[src/rtl/mbglyph_pkg.sv]
package mbglyph_pkg;

    // Language modes held in the configuration register
    typedef enum logic [1:0] {
        LANG_ASCII = 2'd0,
        LANG_SJIS  = 2'd1,
        LANG_EUC   = 2'd2,
        LANG_GB    = 2'd3
    } t_lang_mode;

    // Shift-JIS lead byte ranges
    localparam logic [7:0] SJ_LEAD_A_LO = 8'h81;
    localparam logic [7:0] SJ_LEAD_A_HI = 8'h9f;
    localparam logic [7:0] SJ_LEAD_B_LO = 8'he0;
    localparam logic [7:0] SJ_LEAD_B_HI = 8'hfc;

    // Shift-JIS trail byte ranges
    localparam logic [7:0] SJ_TRAIL_A_LO = 8'h40;
    localparam logic [7:0] SJ_TRAIL_A_HI = 8'h7e;
    localparam logic [7:0] SJ_TRAIL_B_LO = 8'h80;
    localparam logic [7:0] SJ_TRAIL_B_HI = 8'h9e;
    localparam logic [7:0] SJ_TRAIL_C_LO = 8'h9f;

    // Shift-JIS row and cell bases
    localparam logic [7:0] SJ_ROW_B_BASE  = 8'd62;
    localparam logic [7:0] SJ_CELL_B_BASE = 8'd63;

    // EUC-style and GB-style lead and trail byte range
    localparam logic [7:0] EUC_LO      = 8'ha1;
    localparam logic [7:0] EUC_HI      = 8'hfe;
    localparam logic [7:0] EUC_LEAD_LO = 8'h81;

    // Font table geometry
    localparam logic [13:0] ROW_CELLS        = 14'd94;
    localparam logic [18:0] BIG_BASE         = 19'd4096;
    localparam logic [18:0] GLYPH_HALF_BYTES = 19'd16;
    localparam logic [15:0] CELL_STEP_X      = 16'd8;

    // One glyph descriptor
    typedef struct packed {
        logic               font_select;
        logic [18:0]        font_offset;
        logic               glyph_kind;
        logic signed [15:0] draw_x;
        logic               bad_code;
        logic               last_of_run;
    } t_glyph;

endpackage

[src/rtl/mbglyph_text_if.sv]
interface mbglyph_text_if;
    logic        valid;
    logic        ready;
    logic [7:0]  char_byte;
    logic        string_start;
    logic [11:0] start_x;

    modport source(output valid, output char_byte, output string_start, output start_x,
                   input ready);
    modport sink(input valid, input char_byte, input string_start, input start_x,
                 output ready);
endinterface

[src/rtl/mbglyph_glyph_if.sv]
interface mbglyph_glyph_if;
    logic               valid;
    logic               ready;
    logic               font_select;
    logic [18:0]        font_offset;
    logic               glyph_kind;
    logic signed [15:0] draw_x;
    logic               bad_code;
    logic               last_of_run;

    modport source(output valid, output font_select, output font_offset, output glyph_kind,
                   output draw_x, output bad_code, output last_of_run, input ready);
    modport sink(input valid, input font_select, input font_offset, input glyph_kind,
                 input draw_x, input bad_code, input last_of_run, output ready);
endinterface

[src/rtl/mbglyph_cfg_if.sv]
interface mbglyph_cfg_if;
    logic       valid;
    logic       ready;
    logic [1:0] lang_mode;

    modport source(output valid, output lang_mode, input ready);
    modport sink(input valid, input lang_mode, output ready);
endinterface

[src/rtl/multibyte_text_to_glyph_index.sv]
// Text byte to glyph descriptor converter. Each text word is taken into an
// input register, decoded against the pending lead byte and the running
// cursor once the result register can take it, and its zero, one or two
// descriptors land in a two-entry result register that drains one descriptor
// per cycle while the receiver is ready. A Shift-JIS or EUC pair that gives
// two descriptors holds the single result channel for both. The first
// descriptor passes the input register and then the result register.
// The mode register may be written only while the block is empty.
module multibyte_text_to_glyph_index (
    input  logic                    i_clk,
    input  logic                    i_rst_n,
    mbglyph_cfg_if.sink             i_cfg,
    mbglyph_text_if.sink            i_text,
    mbglyph_glyph_if.source         o_glyph
);

    // Configuration and decode state
    mbglyph_pkg::t_lang_mode r_mode;
    logic [7:0]              r_pending;
    logic [15:0]             r_cursor;

    // Input register
    logic                    r_in_valid;
    logic [7:0]              r_in_byte;
    logic                    r_in_start;
    logic [11:0]             r_in_start_x;

    // Result register, entry 0 is at the output
    mbglyph_pkg::t_glyph     r_res [2];
    logic [1:0]              r_cnt;

    // Decode outputs
    mbglyph_pkg::t_glyph     n_res0;
    mbglyph_pkg::t_glyph     n_res1;
    logic [1:0]              n_cnt;
    logic [7:0]              n_pending;
    logic [15:0]             n_cursor;

    logic                    pop;
    logic                    can_load;
    logic                    dec_fire;

    assign i_cfg.ready = 1'b1;

    assign pop      = o_glyph.valid && o_glyph.ready;
    assign can_load = (r_cnt == 2'd0) || ((r_cnt == 2'd1) && pop);
    assign dec_fire = r_in_valid && can_load;

    assign i_text.ready = !r_in_valid || dec_fire;

    // Output word
    assign o_glyph.valid       = (r_cnt != 2'd0);
    assign o_glyph.font_select = r_res[0].font_select;
    assign o_glyph.font_offset = r_res[0].font_offset;
    assign o_glyph.glyph_kind  = r_res[0].glyph_kind;
    assign o_glyph.draw_x      = r_res[0].draw_x;
    assign o_glyph.bad_code    = r_res[0].bad_code;
    assign o_glyph.last_of_run = r_res[0].last_of_run;

    // Decode of the registered byte
    always_comb begin
        logic [15:0]        x;
        logic [15:0]        xl;
        logic [7:0]         b;
        logic [7:0]         lb;
        logic               is_lead;
        logic               lb_in_a;
        logic signed [9:0]  lbs;
        logic signed [9:0]  sbs;
        logic signed [9:0]  k;
        logic signed [9:0]  t;
        logic [13:0]        cell_idx;
        logic [18:0]        cell_off;
        logic [18:0]        base;
        logic [18:0]        single_off;
        logic               neg;

        b   = r_in_byte;
        lb  = r_pending;
        x   = r_in_start ? {4'b0, r_in_start_x} : r_cursor;
        xl  = x - mbglyph_pkg::CELL_STEP_X;
        lbs = signed'({2'b00, lb});
        sbs = signed'({2'b00, b});
        single_off = {7'b0, b, 4'b0};

        // Lead byte detection per mode
        unique case (r_mode)
            mbglyph_pkg::LANG_SJIS:
                is_lead = (b >= mbglyph_pkg::SJ_LEAD_A_LO && b <= mbglyph_pkg::SJ_LEAD_A_HI) ||
                          (b >= mbglyph_pkg::SJ_LEAD_B_LO && b <= mbglyph_pkg::SJ_LEAD_B_HI);
            mbglyph_pkg::LANG_EUC:
                is_lead = (b >= mbglyph_pkg::EUC_LEAD_LO && b <= mbglyph_pkg::EUC_HI);
            mbglyph_pkg::LANG_GB:
                is_lead = (b >= mbglyph_pkg::EUC_LO && b <= mbglyph_pkg::EUC_HI);
            default:
                is_lead = 1'b0;
        endcase

        // Row and cell of a pair
        lb_in_a = (lb >= mbglyph_pkg::SJ_LEAD_A_LO) && (lb <= mbglyph_pkg::SJ_LEAD_A_HI);
        if (r_mode == mbglyph_pkg::LANG_SJIS) begin
            if (lb_in_a) begin
                k = (lbs - signed'({2'b00, mbglyph_pkg::SJ_LEAD_A_LO})) * 10'sd2;
            end else begin
                k = (lbs - signed'({2'b00, mbglyph_pkg::SJ_LEAD_B_LO})) * 10'sd2
                    + signed'({2'b00, mbglyph_pkg::SJ_ROW_B_BASE});
            end
            if (b >= mbglyph_pkg::SJ_TRAIL_A_LO && b <= mbglyph_pkg::SJ_TRAIL_A_HI) begin
                t = sbs - signed'({2'b00, mbglyph_pkg::SJ_TRAIL_A_LO});
            end else if (b >= mbglyph_pkg::SJ_TRAIL_B_LO && b <= mbglyph_pkg::SJ_TRAIL_B_HI) begin
                t = sbs - signed'({2'b00, mbglyph_pkg::SJ_TRAIL_B_LO})
                    + signed'({2'b00, mbglyph_pkg::SJ_CELL_B_BASE});
            end else begin
                t = sbs - signed'({2'b00, mbglyph_pkg::SJ_TRAIL_C_LO});
                k = k + 10'sd1;
            end
        end else begin
            k = lbs - signed'({2'b00, mbglyph_pkg::EUC_LO});
            t = sbs - signed'({2'b00, mbglyph_pkg::EUC_LO});
        end
        neg      = k[9] || t[9];
        cell_idx = {7'b0, k[6:0]} * mbglyph_pkg::ROW_CELLS + {7'b0, t[6:0]};
        cell_off = {cell_idx, 5'b0};
        base     = cell_off + mbglyph_pkg::BIG_BASE;

        // Defaults: single descriptor, nothing drawn twice
        n_res0             = '0;
        n_res0.draw_x      = signed'(x);
        n_res0.font_offset = single_off;
        n_res0.last_of_run = 1'b1;
        n_res1             = '0;
        n_res1.font_select = 1'b1;
        n_res1.font_offset = base + mbglyph_pkg::GLYPH_HALF_BYTES;
        n_res1.draw_x      = signed'(x);
        n_res1.last_of_run = 1'b1;
        n_pending          = r_pending;
        n_cnt              = 2'd1;
        n_cursor           = x + mbglyph_pkg::CELL_STEP_X;

        priority if (r_mode == mbglyph_pkg::LANG_ASCII) begin
            n_cnt = 2'd1;
        end else if (r_pending == 8'd0) begin
            if (is_lead) begin
                n_pending = b;
                n_cnt     = 2'd0;
            end else begin
                n_res0.font_select = (r_mode != mbglyph_pkg::LANG_GB);
            end
        end else begin
            n_pending          = 8'd0;
            n_res0.font_select = 1'b1;
            n_res0.glyph_kind  = (r_mode == mbglyph_pkg::LANG_GB);
            n_res0.draw_x      = signed'(xl);
            if (neg) begin
                n_res0.font_offset = '0;
                n_res0.bad_code    = 1'b1;
            end else if (r_mode == mbglyph_pkg::LANG_GB) begin
                n_res0.font_offset = cell_off;
            end else begin
                n_res0.font_offset = base;
                n_res0.last_of_run = 1'b0;
                n_cnt              = 2'd2;
            end
        end
    end

    // Control and state registers
    always_ff @(posedge i_clk) begin
        if (!i_rst_n) begin
            r_mode     <= mbglyph_pkg::LANG_ASCII;
            r_pending  <= 8'd0;
            r_cursor   <= 16'd0;
            r_in_valid <= 1'b0;
            r_cnt      <= 2'd0;
        end else begin
            if (i_cfg.valid && i_cfg.ready) begin
                r_mode <= mbglyph_pkg::t_lang_mode'(i_cfg.lang_mode);
            end
            if (i_text.valid && i_text.ready) begin
                r_in_valid <= 1'b1;
            end else if (dec_fire) begin
                r_in_valid <= 1'b0;
            end
            if (dec_fire) begin
                r_pending <= n_pending;
                r_cursor  <= n_cursor;
                r_cnt     <= n_cnt;
            end else if (pop) begin
                r_cnt <= r_cnt - 2'd1;
            end
        end
    end

    // Payload registers
    always_ff @(posedge i_clk) begin
        if (i_text.valid && i_text.ready) begin
            r_in_byte    <= i_text.char_byte;
            r_in_start   <= i_text.string_start;
            r_in_start_x <= i_text.start_x;
        end
        if (dec_fire) begin
            r_res[0] <= n_res0;
            r_res[1] <= n_res1;
        end else if (pop) begin
            r_res[0] <= r_res[1];
        end
    end

    // Checks
    a_load_only_when_drained: assert property (@(posedge i_clk) disable iff (!i_rst_n)
        dec_fire |-> (r_cnt == 2'd0 || (r_cnt == 2'd1 && pop)))
        else $error("decode overwrote an undelivered descriptor");

    a_pair_first_not_last: assert property (@(posedge i_clk) disable iff (!i_rst_n)
        (r_cnt == 2'd2) |-> !r_res[0].last_of_run)
        else $error("first half of a pair marked last");

    a_single_is_last: assert property (@(posedge i_clk) disable iff (!i_rst_n)
        (r_cnt == 2'd1) |-> r_res[0].last_of_run)
        else $error("final descriptor of a byte not marked last");

    a_ascii_keeps_lead: assert property (@(posedge i_clk) disable iff (!i_rst_n)
        (dec_fire && r_mode == mbglyph_pkg::LANG_ASCII) |=> $stable(r_pending))
        else $error("pending lead changed in ascii mode");

    a_bad_has_no_offset: assert property (@(posedge i_clk) disable iff (!i_rst_n)
        (o_glyph.valid && o_glyph.bad_code) |-> (o_glyph.font_offset == '0 &&
                                                 o_glyph.font_select))
        else $error("flagged code carries a glyph offset");

endmodule

[src/flat_wrapper.sv]
// flat-port wrapper written by rule: the top's interface ports become plain ports
module multibyte_text_to_glyph_index_flat 
  (i_clk, i_rst_n, i_cfg_valid, i_cfg_lang_mode, i_cfg_ready, i_text_valid, i_text_char_byte, i_text_string_start, i_text_start_x, i_text_ready, o_glyph_valid, o_glyph_font_select, o_glyph_font_offset, o_glyph_glyph_kind, o_glyph_draw_x, o_glyph_bad_code, o_glyph_last_of_run, o_glyph_ready);
  mbglyph_cfg_if i_cfg_i ();
  mbglyph_text_if i_text_i ();
  mbglyph_glyph_if o_glyph_i ();
  input  logic i_clk;
  input  logic i_rst_n;
  input wire logic [$bits(i_cfg_i.valid)-1:0] i_cfg_valid;
  input wire logic [$bits(i_cfg_i.lang_mode)-1:0] i_cfg_lang_mode;
  output wire logic [$bits(i_cfg_i.ready)-1:0] i_cfg_ready;
  input wire logic [$bits(i_text_i.valid)-1:0] i_text_valid;
  input wire logic [$bits(i_text_i.char_byte)-1:0] i_text_char_byte;
  input wire logic [$bits(i_text_i.string_start)-1:0] i_text_string_start;
  input wire logic [$bits(i_text_i.start_x)-1:0] i_text_start_x;
  output wire logic [$bits(i_text_i.ready)-1:0] i_text_ready;
  output wire logic [$bits(o_glyph_i.valid)-1:0] o_glyph_valid;
  output wire logic [$bits(o_glyph_i.font_select)-1:0] o_glyph_font_select;
  output wire logic [$bits(o_glyph_i.font_offset)-1:0] o_glyph_font_offset;
  output wire logic [$bits(o_glyph_i.glyph_kind)-1:0] o_glyph_glyph_kind;
  output wire logic [$bits(o_glyph_i.draw_x)-1:0] o_glyph_draw_x;
  output wire logic [$bits(o_glyph_i.bad_code)-1:0] o_glyph_bad_code;
  output wire logic [$bits(o_glyph_i.last_of_run)-1:0] o_glyph_last_of_run;
  input wire logic [$bits(o_glyph_i.ready)-1:0] o_glyph_ready;
  assign i_cfg_i.valid = i_cfg_valid;
  assign i_cfg_i.lang_mode = i_cfg_lang_mode;
  assign i_cfg_ready = i_cfg_i.ready;
  assign i_text_i.valid = i_text_valid;
  assign i_text_i.char_byte = i_text_char_byte;
  assign i_text_i.string_start = i_text_string_start;
  assign i_text_i.start_x = i_text_start_x;
  assign i_text_ready = i_text_i.ready;
  assign o_glyph_valid = o_glyph_i.valid;
  assign o_glyph_font_select = o_glyph_i.font_select;
  assign o_glyph_font_offset = o_glyph_i.font_offset;
  assign o_glyph_glyph_kind = o_glyph_i.glyph_kind;
  assign o_glyph_draw_x = o_glyph_i.draw_x;
  assign o_glyph_bad_code = o_glyph_i.bad_code;
  assign o_glyph_last_of_run = o_glyph_i.last_of_run;
  assign o_glyph_i.ready = o_glyph_ready;
  multibyte_text_to_glyph_index u_core (.i_clk(i_clk), .i_rst_n(i_rst_n), .i_cfg(i_cfg_i), .i_text(i_text_i), .o_glyph(o_glyph_i));
endmodule
[config.mk]
export PLATFORM = sky130hd
export DESIGN_NAME = multibyte_text_to_glyph_index_flat
export DESIGN_NICKNAME = d
export VERILOG_FILES = /design/src/rtl/mbglyph_pkg.sv /design/src/rtl/mbglyph_text_if.sv /design/src/rtl/mbglyph_glyph_if.sv /design/src/rtl/mbglyph_cfg_if.sv /design/src/rtl/multibyte_text_to_glyph_index.sv /design/src/flat_wrapper.sv
export SDC_FILE = /design/constraint.sdc
export NUM_CORES = 1
export LEC_CHECK = 0
export ABC_AREA = 1
export ABC_CLOCK_PERIOD_IN_PS = 5000
export BUFFER_PORTS_ARGS = -buffer_cell sky130_fd_sc_hd__buf_2
export CORE_AREA = 2 2 86 171
export CTS_CLUSTER_DIAMETER = 200
export DETAILED_ROUTE_END_ITERATION = 10
export DIE_AREA = 0 0 88 173
export GPL_ROUTABILITY_DRIVEN = 0
export GPL_TIMING_DRIVEN = 0
export PLACE_DENSITY = 0.73
export SLEW_MARGIN = 20
export SYNTH_ARGS = -nofsm -noshare
export SYNTH_HDL_FRONTEND = slang
export SYNTH_SLANG_ARGS = --single-unit
[constraint.sdc]
create_clock -name i_clk -period 5 [get_ports i_clk]
set_input_delay 0 -clock i_clk [delete_from_list [all_inputs] [get_ports i_clk]]
set_output_delay 0 -clock i_clk [all_outputs]
set_load 0.01 [all_outputs]
==> metrics.md, run 1 <==
| Metric | Value |
|---|---|
| Status | `complete, but fails checks` |
| Failing checks | `negative setup slack` |
| Clock Path Buffers | `2` |
| GRT Resource Usage Total | `0.269` |
| Post-Layout Cell Count | `1268` |
| Port bufs | `64` |
| CP top delay family | `adder cells` |
| Mapped Area | `~7500 um^2` |
| First-pass GRT wire length | `31300 um` |
| Critical path endpoint category | `register` |
| Post-synth EDFFs | `86` |
| Arr. time, crit path | `5200 ps` |
| Largest cells by area after synthesis | `edfxtp_1 34%, nand2_1 9.7%, ha_1 8.0%` |
| Number of global-route vias before repair | `6709` |
| Num CTS Buffers | `17` |
| Critical path's most frequent cell | `inv_1` |
| Clk root buf | `clkbuf_16` |
| CP Launch Type | `register` |
| Die Y | `173 um` |
| Minimum clock period | `5030 ps` |
| Num Clock Sinks | `115` |
| Antenna Nets Post-Route | `0` |
| Crit path required time | `5170 ps` |
| Final Hold Viols | `0` |
| Yosys cell types | `48` |
| Horiz. Die Dim | `88 um` |
| Hold Path Class | `input pin to register` |
| Post-detail-place hpwl | `14100 um` |
| Placed cell count | `between 1000 and 1500` |
| Layout Nets | `1157` |
| Commonest cells after routing, fill and taps aside | `172 x nand2_1, 131 x inv_1, 86 x edfxtp_1` |
| Global route overflow | `0` |
| Final setup viols | `1` |
| Yosys top cell area share | `0.343` |
| H-tree Lvls | `4` |
| Final Cycle Share | `1.01` |
| #FFs+latches synth | `~120` |
| Register area share after synthesis | `0.421` |
| Slowest CP cell | `edfxtp_1` |
| Synth area leader | `edfxtp_1` |
| Vias per cell | `5.34` |
| Setup WS post-layout | `-27.5 ps` |
| Setup TNS | `-27.5 ps` |
| Avg WL per Cell | `between 15 and 20 um` |
| Site row count | `between 60 and 70` |
| Largest net degree at the start of global routing | `37` |
| CTS tree | `done` |
| Synth-to-Final Area Change | `30.2%` |
| Commonest register cell after synthesis | `edfxtp_1` |
| Worst Tran Pin Value | `943 ps` |
| Clock slew seen by the registers of the worst setup and hold paths | `around 60 ps` |
| Worst-path fanout max | `7` |
| Initial core utilization | `0.544` |
| Drt total wl | `20300 um` |
| Post-DP Area | `8150 um^2` |
| Worst skew pair latency | `420 ps` |
| Critical path class | `register to register` |
| WP buf/inv | `6` |
| Slew headroom | `0.364` |
| Number of max-cap violations | `0` |
| Largest stage delay, worst path | `around 520 ps` |
| Most common cell after layout, fill and taps aside | `nand2_1` |
| Die ar. | `15200 um^2` |
| RSZ-0062 raised after global routing | `yes` |
| YS warnings | `0` |
| Drt first pass iters | `5` |
| Maximum clock rate | `199 MHz` |
| Core ar. | `13800 um^2` |
| Share of layout cells above drive strength 1 | `0.249` |
| N_diodes | `0` |
| I/O pin total | `70` |
| Final clock skew | `around 9.6 ps` |
| Post-route DRC | `0` |
| Initial DRC count | `528` |
| Avg Inst Size Synth | `~8.3 um^2` |
| FFs w/ async S/R, synth | `0` |
| DR vias | `slightly below 7000` |
| Fillers | `1024` |
| Synthesized instance count | `908` |
| Pins Over Slew Limit | `0` |
| Initial antenna violation count | `0` |
| Fin area | `9790 um^2` |
tightest hold or removal path: stages:
cell and delay, ps:
buf_2 110, inv_1 60, nor2_1 70, nand2_1 60, nand2_1 70, a21oi_1 140
metrics by stage:
step                      utilization  hold WS, ps  worst slack (ps)
after floorplan                     -         98.9              2.27
after global placement          0.588          177              -732
after detailed placement        0.590          178              -711
after CTS                       0.684         75.2              3.82
after global routing            0.709          165              -331
final                           0.709          119             -27.5
cell families after synthesis:
family / synth area share
flops: 0.421
simple gates: 0.222
fa+ha+maj: 0.120
xor+xnor: 0.0419
buf+inv: 0.0970
compound gates: 0.0975
other cells: 0.000999
Yosys cell counts (2+ instances only):
cell / count
nand2_1: 194
or2_2: 4
nand4_1: 14
ha_1: 48
inv_2: 4
clkbuf_8: 2
nor3_1: 14
o21ai_0: 46
conb_1: 2
o21ai_2: 6
edfxtp_1: 86
fa_1: 15
buf_6: 2
o21ai_1: 10
buf_2: 3
xnor2_1: 12
o21a_1: 2
a21oi_1: 46
o221ai_1: 3
buf_4: 7
nand2_2: 3
xor2_1: 24
inv_1: 143
or2_0: 3
or2_1: 2
nor2_2: 3
nor4_2: 2
clkinv_1: 2
nor3_2: 3
a31oi_1: 6
nand3_1: 50
dfxtp_1: 29
nor2_1: 88
o22ai_1: 7
clkbuf_1: 9
nor4_1: 2
final cells by class:
class	instances	area, um^2	area share
Clock buffer	18	429	0.0438
Inverter	150	578	0.0590
Tap cell	189	236	0.0242
Sequential cell	115	3180	0.325
Buffer	24	203	0.0207
Clock inverter	14	139	0.0142
Multi-Input combinational cell	622	4070	0.415
Timing Repair Buffer	136	962	0.0983
state kept, by name, summed over array words and instances (netlist names):
| signal | cells |
|---|---|
| u_core.r_res | 65 |
| u_core.r_cursor | 16 |
| u_core.r_in_start_x | 12 |
| u_core.r_in_byte | 8 |
| u_core.r_pending | 8 |
| u_core.r_cnt | 2 |
| u_core.r_mode | 2 |
| u_core.r_in_start | 1 |
| u_core.r_in_valid | 1 |
final timing paths:
| check | startpoint | to | slack (ps) | cells past startpoint |
|---|---|---|---|---|
| setup / recovery | u_core.r_in_byte[1] | u_core.r_res[0][35] | -30 | 27 |
| setup reg to reg | u_core.r_in_byte[1] | u_core.r_res[0][35] | -30 | 27 |
| hold / removal | o_glyph_ready | u_core.r_cnt[1] | 120 | 6 |
| hold reg to reg | u_core.r_cursor[1] | u_core.r_cursor[1] | 450 | 2 |
layer usage:
metal	up-vias	GRT usage	part of all wire
li1	3279	-	-
met1	3126	0.250	0.33
met2	252	0.486	0.55
met3	109	0.0501	0.044
met4	0	0.208	0.076
met5	-	0	0
timing repair:
| action | in CTS | in global routing |
|---|---|---|
| pin swaps | 23 | 49 |
| hold buffers | 29 | 0 |
| gates resized for setup | 60 | 55 |
| setup buffers | 24 | 18 |
| setup endpoints to repair | 13 | 10 |
| cloned | 0 | 0 |
| hold endpoints to repair | 25 | 0 |
Power of run 1 is not shown: default switching activity piles up to over one toggle a cycle in this logic, so the estimate is an artifact.
==> run 2, diff against run 1 <==
Settings changed: MAX_ROUTING_LAYER set to met4.
==> run 2 against run 1 <==
Effect of this change: the run still ends with negative setup slack left; maximum frequency shrank 0.84%; utilization fell by 0.082 points; first-iteration DRC count rose by 4.5%; setup slack worse by 43 ps; sequential share of layout area increased by 0.050 points; sequential cell count is the same; final cell count is 0.16% lower; die area did not move; design area is 0.12% lower; critical path depth grew 5; critical path type unchanged.
==> metrics.md, run 2 (synthesized netlist as in run 1, its figures left out) <==
| Metric | Value |
|---|---|
| Status | `complete, but fails checks` |
| Failing checks | `negative setup slack` |
| Most common cell after layout, fill and taps aside | `nand2_1` |
| Crit path required time | `5180 ps` |
| CP Launch Type | `register` |
| Slew headroom | `0.420` |
| Layout Nets | `1155` |
| First-pass GRT wire length | `31300 um` |
| Clock Path Buffers | `2` |
| Synth-to-Final Area Change | `30.0%` |
| Largest net degree at the start of global routing | `37` |
| CTS tree | `done` |
| Setup WS post-layout | `-70.2 ps` |
| Worst Tran Pin Value | `about 870 ps` |
| Pins Over Slew Limit | `0` |
| WP buf/inv | `6` |
| Num CTS Buffers | `17` |
| Final Cycle Share | `1.01` |
| GRT Resource Usage Total | `0.276` |
| Antenna Nets Post-Route | `0` |
| Avg WL per Cell | `16.1 um` |
| Initial antenna violation count | `0` |
| Critical path endpoint category | `register` |
| Largest stage delay, worst path | `520 ps` |
| Final setup viols | `2` |
| Num Clock Sinks | `115` |
| Minimum clock period | `5070 ps` |
| H-tree Lvls | `4` |
| Vias per cell | `around 5.4` |
| Worst-path fanout max | `7` |
| Final clock skew | `8.90 ps` |
| Most flops, register | `u_core.r_res` |
| N_diodes | `0` |
| Worst skew pair latency | `420 ps` |
| Biggest regs | `u_core.r_res (65), u_core.r_cursor (16), u_core.r_in_start_x (12)` |
| Initial core utilization | `0.544` |
| Drt first pass iters | `5` |
| Site row count | `61` |
| Final Hold Viols | `0` |
| Setup WS pre-CTS | `-711 ps` |
| R2R depth | `32` |
| Die Y | `173 um` |
| Core ar. | `13800 um^2` |
| Global route overflow | `0` |
| Post-detail-place hpwl | `14100 um` |
| Clk root buf | `clkbuf_16` |
| R2R Path End | `u_core.r_res[0][37]` |
| Number of global-route vias before repair | `6705` |
| CP top delay family | `simple AND/OR/NAND/NOR gates` |
| Port bufs | `64` |
| I/O pin total | `70` |
| R2r setup slk | `-70 ps` |
| Drt total wl | `20300 um` |
| RSZ-0062 raised after global routing | `yes` |
| Arr. time, crit path | `about 5300 ps` |
| Share of layout cells above drive strength 1 | `0.251` |
| Worst r2r src | `u_core.r_in_byte[1]` |
| Maximum clock rate | `around 200 MHz` |
| Horiz. Die Dim | `88 um` |
| CP endpoint | `u_core.r_res[0][37]` |
| Clock slew seen by the registers of the worst setup and hold paths | `60 ps` |
| Post-route DRC | `0` |
| Fillers | `1036` |
| Hold Path Class | `input pin to register` |
| Die ar. | `15200 um^2` |
| Slowest CP cell | `edfxtp_1` |
| Max reg flops | `65` |
| Critical Path Start | `u_core.r_in_byte[1]` |
| Commonest cells after routing, fill and taps aside | `175 x nand2_1, 128 x inv_1, 86 x edfxtp_1` |
| Initial DRC count | `552` |
| CP Depth | `32` |
| Number of max-cap violations | `0` |
| DR vias | `6791` |
| Critical path class | `register to register` |
[run 2: changes by cell type in the layout (fill, tap and decap cells not counted), moves of 3 or more]
cell,before,now
buf_4,48,44
buf_6,4,7
inv_1,131,128
inv_2,13,16
nand2_1,172,175
nand2_2,22,19
[run 2: timing repair]
| action | 4_1_cts | 5_1_grt |
|---|---|---|
| endpoints found under the hold margin | 25 | 0 |
| buffers inserted | 24 | 16 |
| endpoints found under the setup margin | 13 | 10 |
| pin swaps | 23 | 46 |
| hold buffers | 29 | 0 |
| gates resized for setup | 60 | 61 |
[run 2: worst reg2reg max path: cells and delay by family (launching register included)]
kind            cells  cell delay, ps
compound gates      1             170
buf+inv             6             570
flops               1             520
simple gates       19            1940
fa+ha+maj           6            1630
[run 2: final cells by class]
| cell class | instances | area (um^2) | area share |
|---|---|---|---|
| multi-input cells | 622 | 4070 | 0.416 |
| plain buffers | 24 | 210 | 0.0215 |
| inverters | 150 | 578 | 0.0591 |
| flip-flops and latches | 115 | 3180 | 0.325 |
| clock inverters | 14 | 139 | 0.0142 |
| well taps | 189 | 236 | 0.0242 |
| repair buffers | 134 | 938 | 0.0960 |
| clock buffers | 18 | 429 | 0.0439 |
[run 2: routing by layer]
metal  vias up  GRT usage  routed length, um
li1       3273          -                  -
met2       289      0.487              11200
met1      3108      0.251               6540
met4         0      0.208               1660
met5         -          -                  0
met3       121     0.0463                934
[run 2: worst min path at each step]
stage	startpoint	endpoint	slack, ps	depth (start not counted)
after detailed placement	i_text_start_x[1]	u_core.r_in_start_x[1]	180	1
final	o_glyph_ready	u_core.r_cnt[1]	120	6
after global routing	o_glyph_ready	u_core.r_cnt[0]	160	7
after CTS	o_glyph_ready	u_core.r_cnt[1]	80	6
after floorplan	i_text_char_byte[0]	u_core.r_in_byte[0]	100	0
after global placement	i_text_char_byte[1]	u_core.r_in_byte[1]	180	1
[run 2: metrics by stage]
stage | TNS [ps] | hold slack (ps) | cells | cell area [um^2] | util
after detailed placement | -5830 | 178 | 1165 | 8150 | 0.590
after global placement | -5620 | 177 | 1164 | 8130 | 0.588
final | -106 | 118 | 1266 | 9780 | 0.708
after CTS | 0 | 75.2 | 1250 | 9460 | 0.684
after floorplan | 0 | 98.9 | 911 | 7570 | -
after global routing | -818 | 164 | 1266 | 9780 | 0.708
Power of run 2 is left out for the same reason.
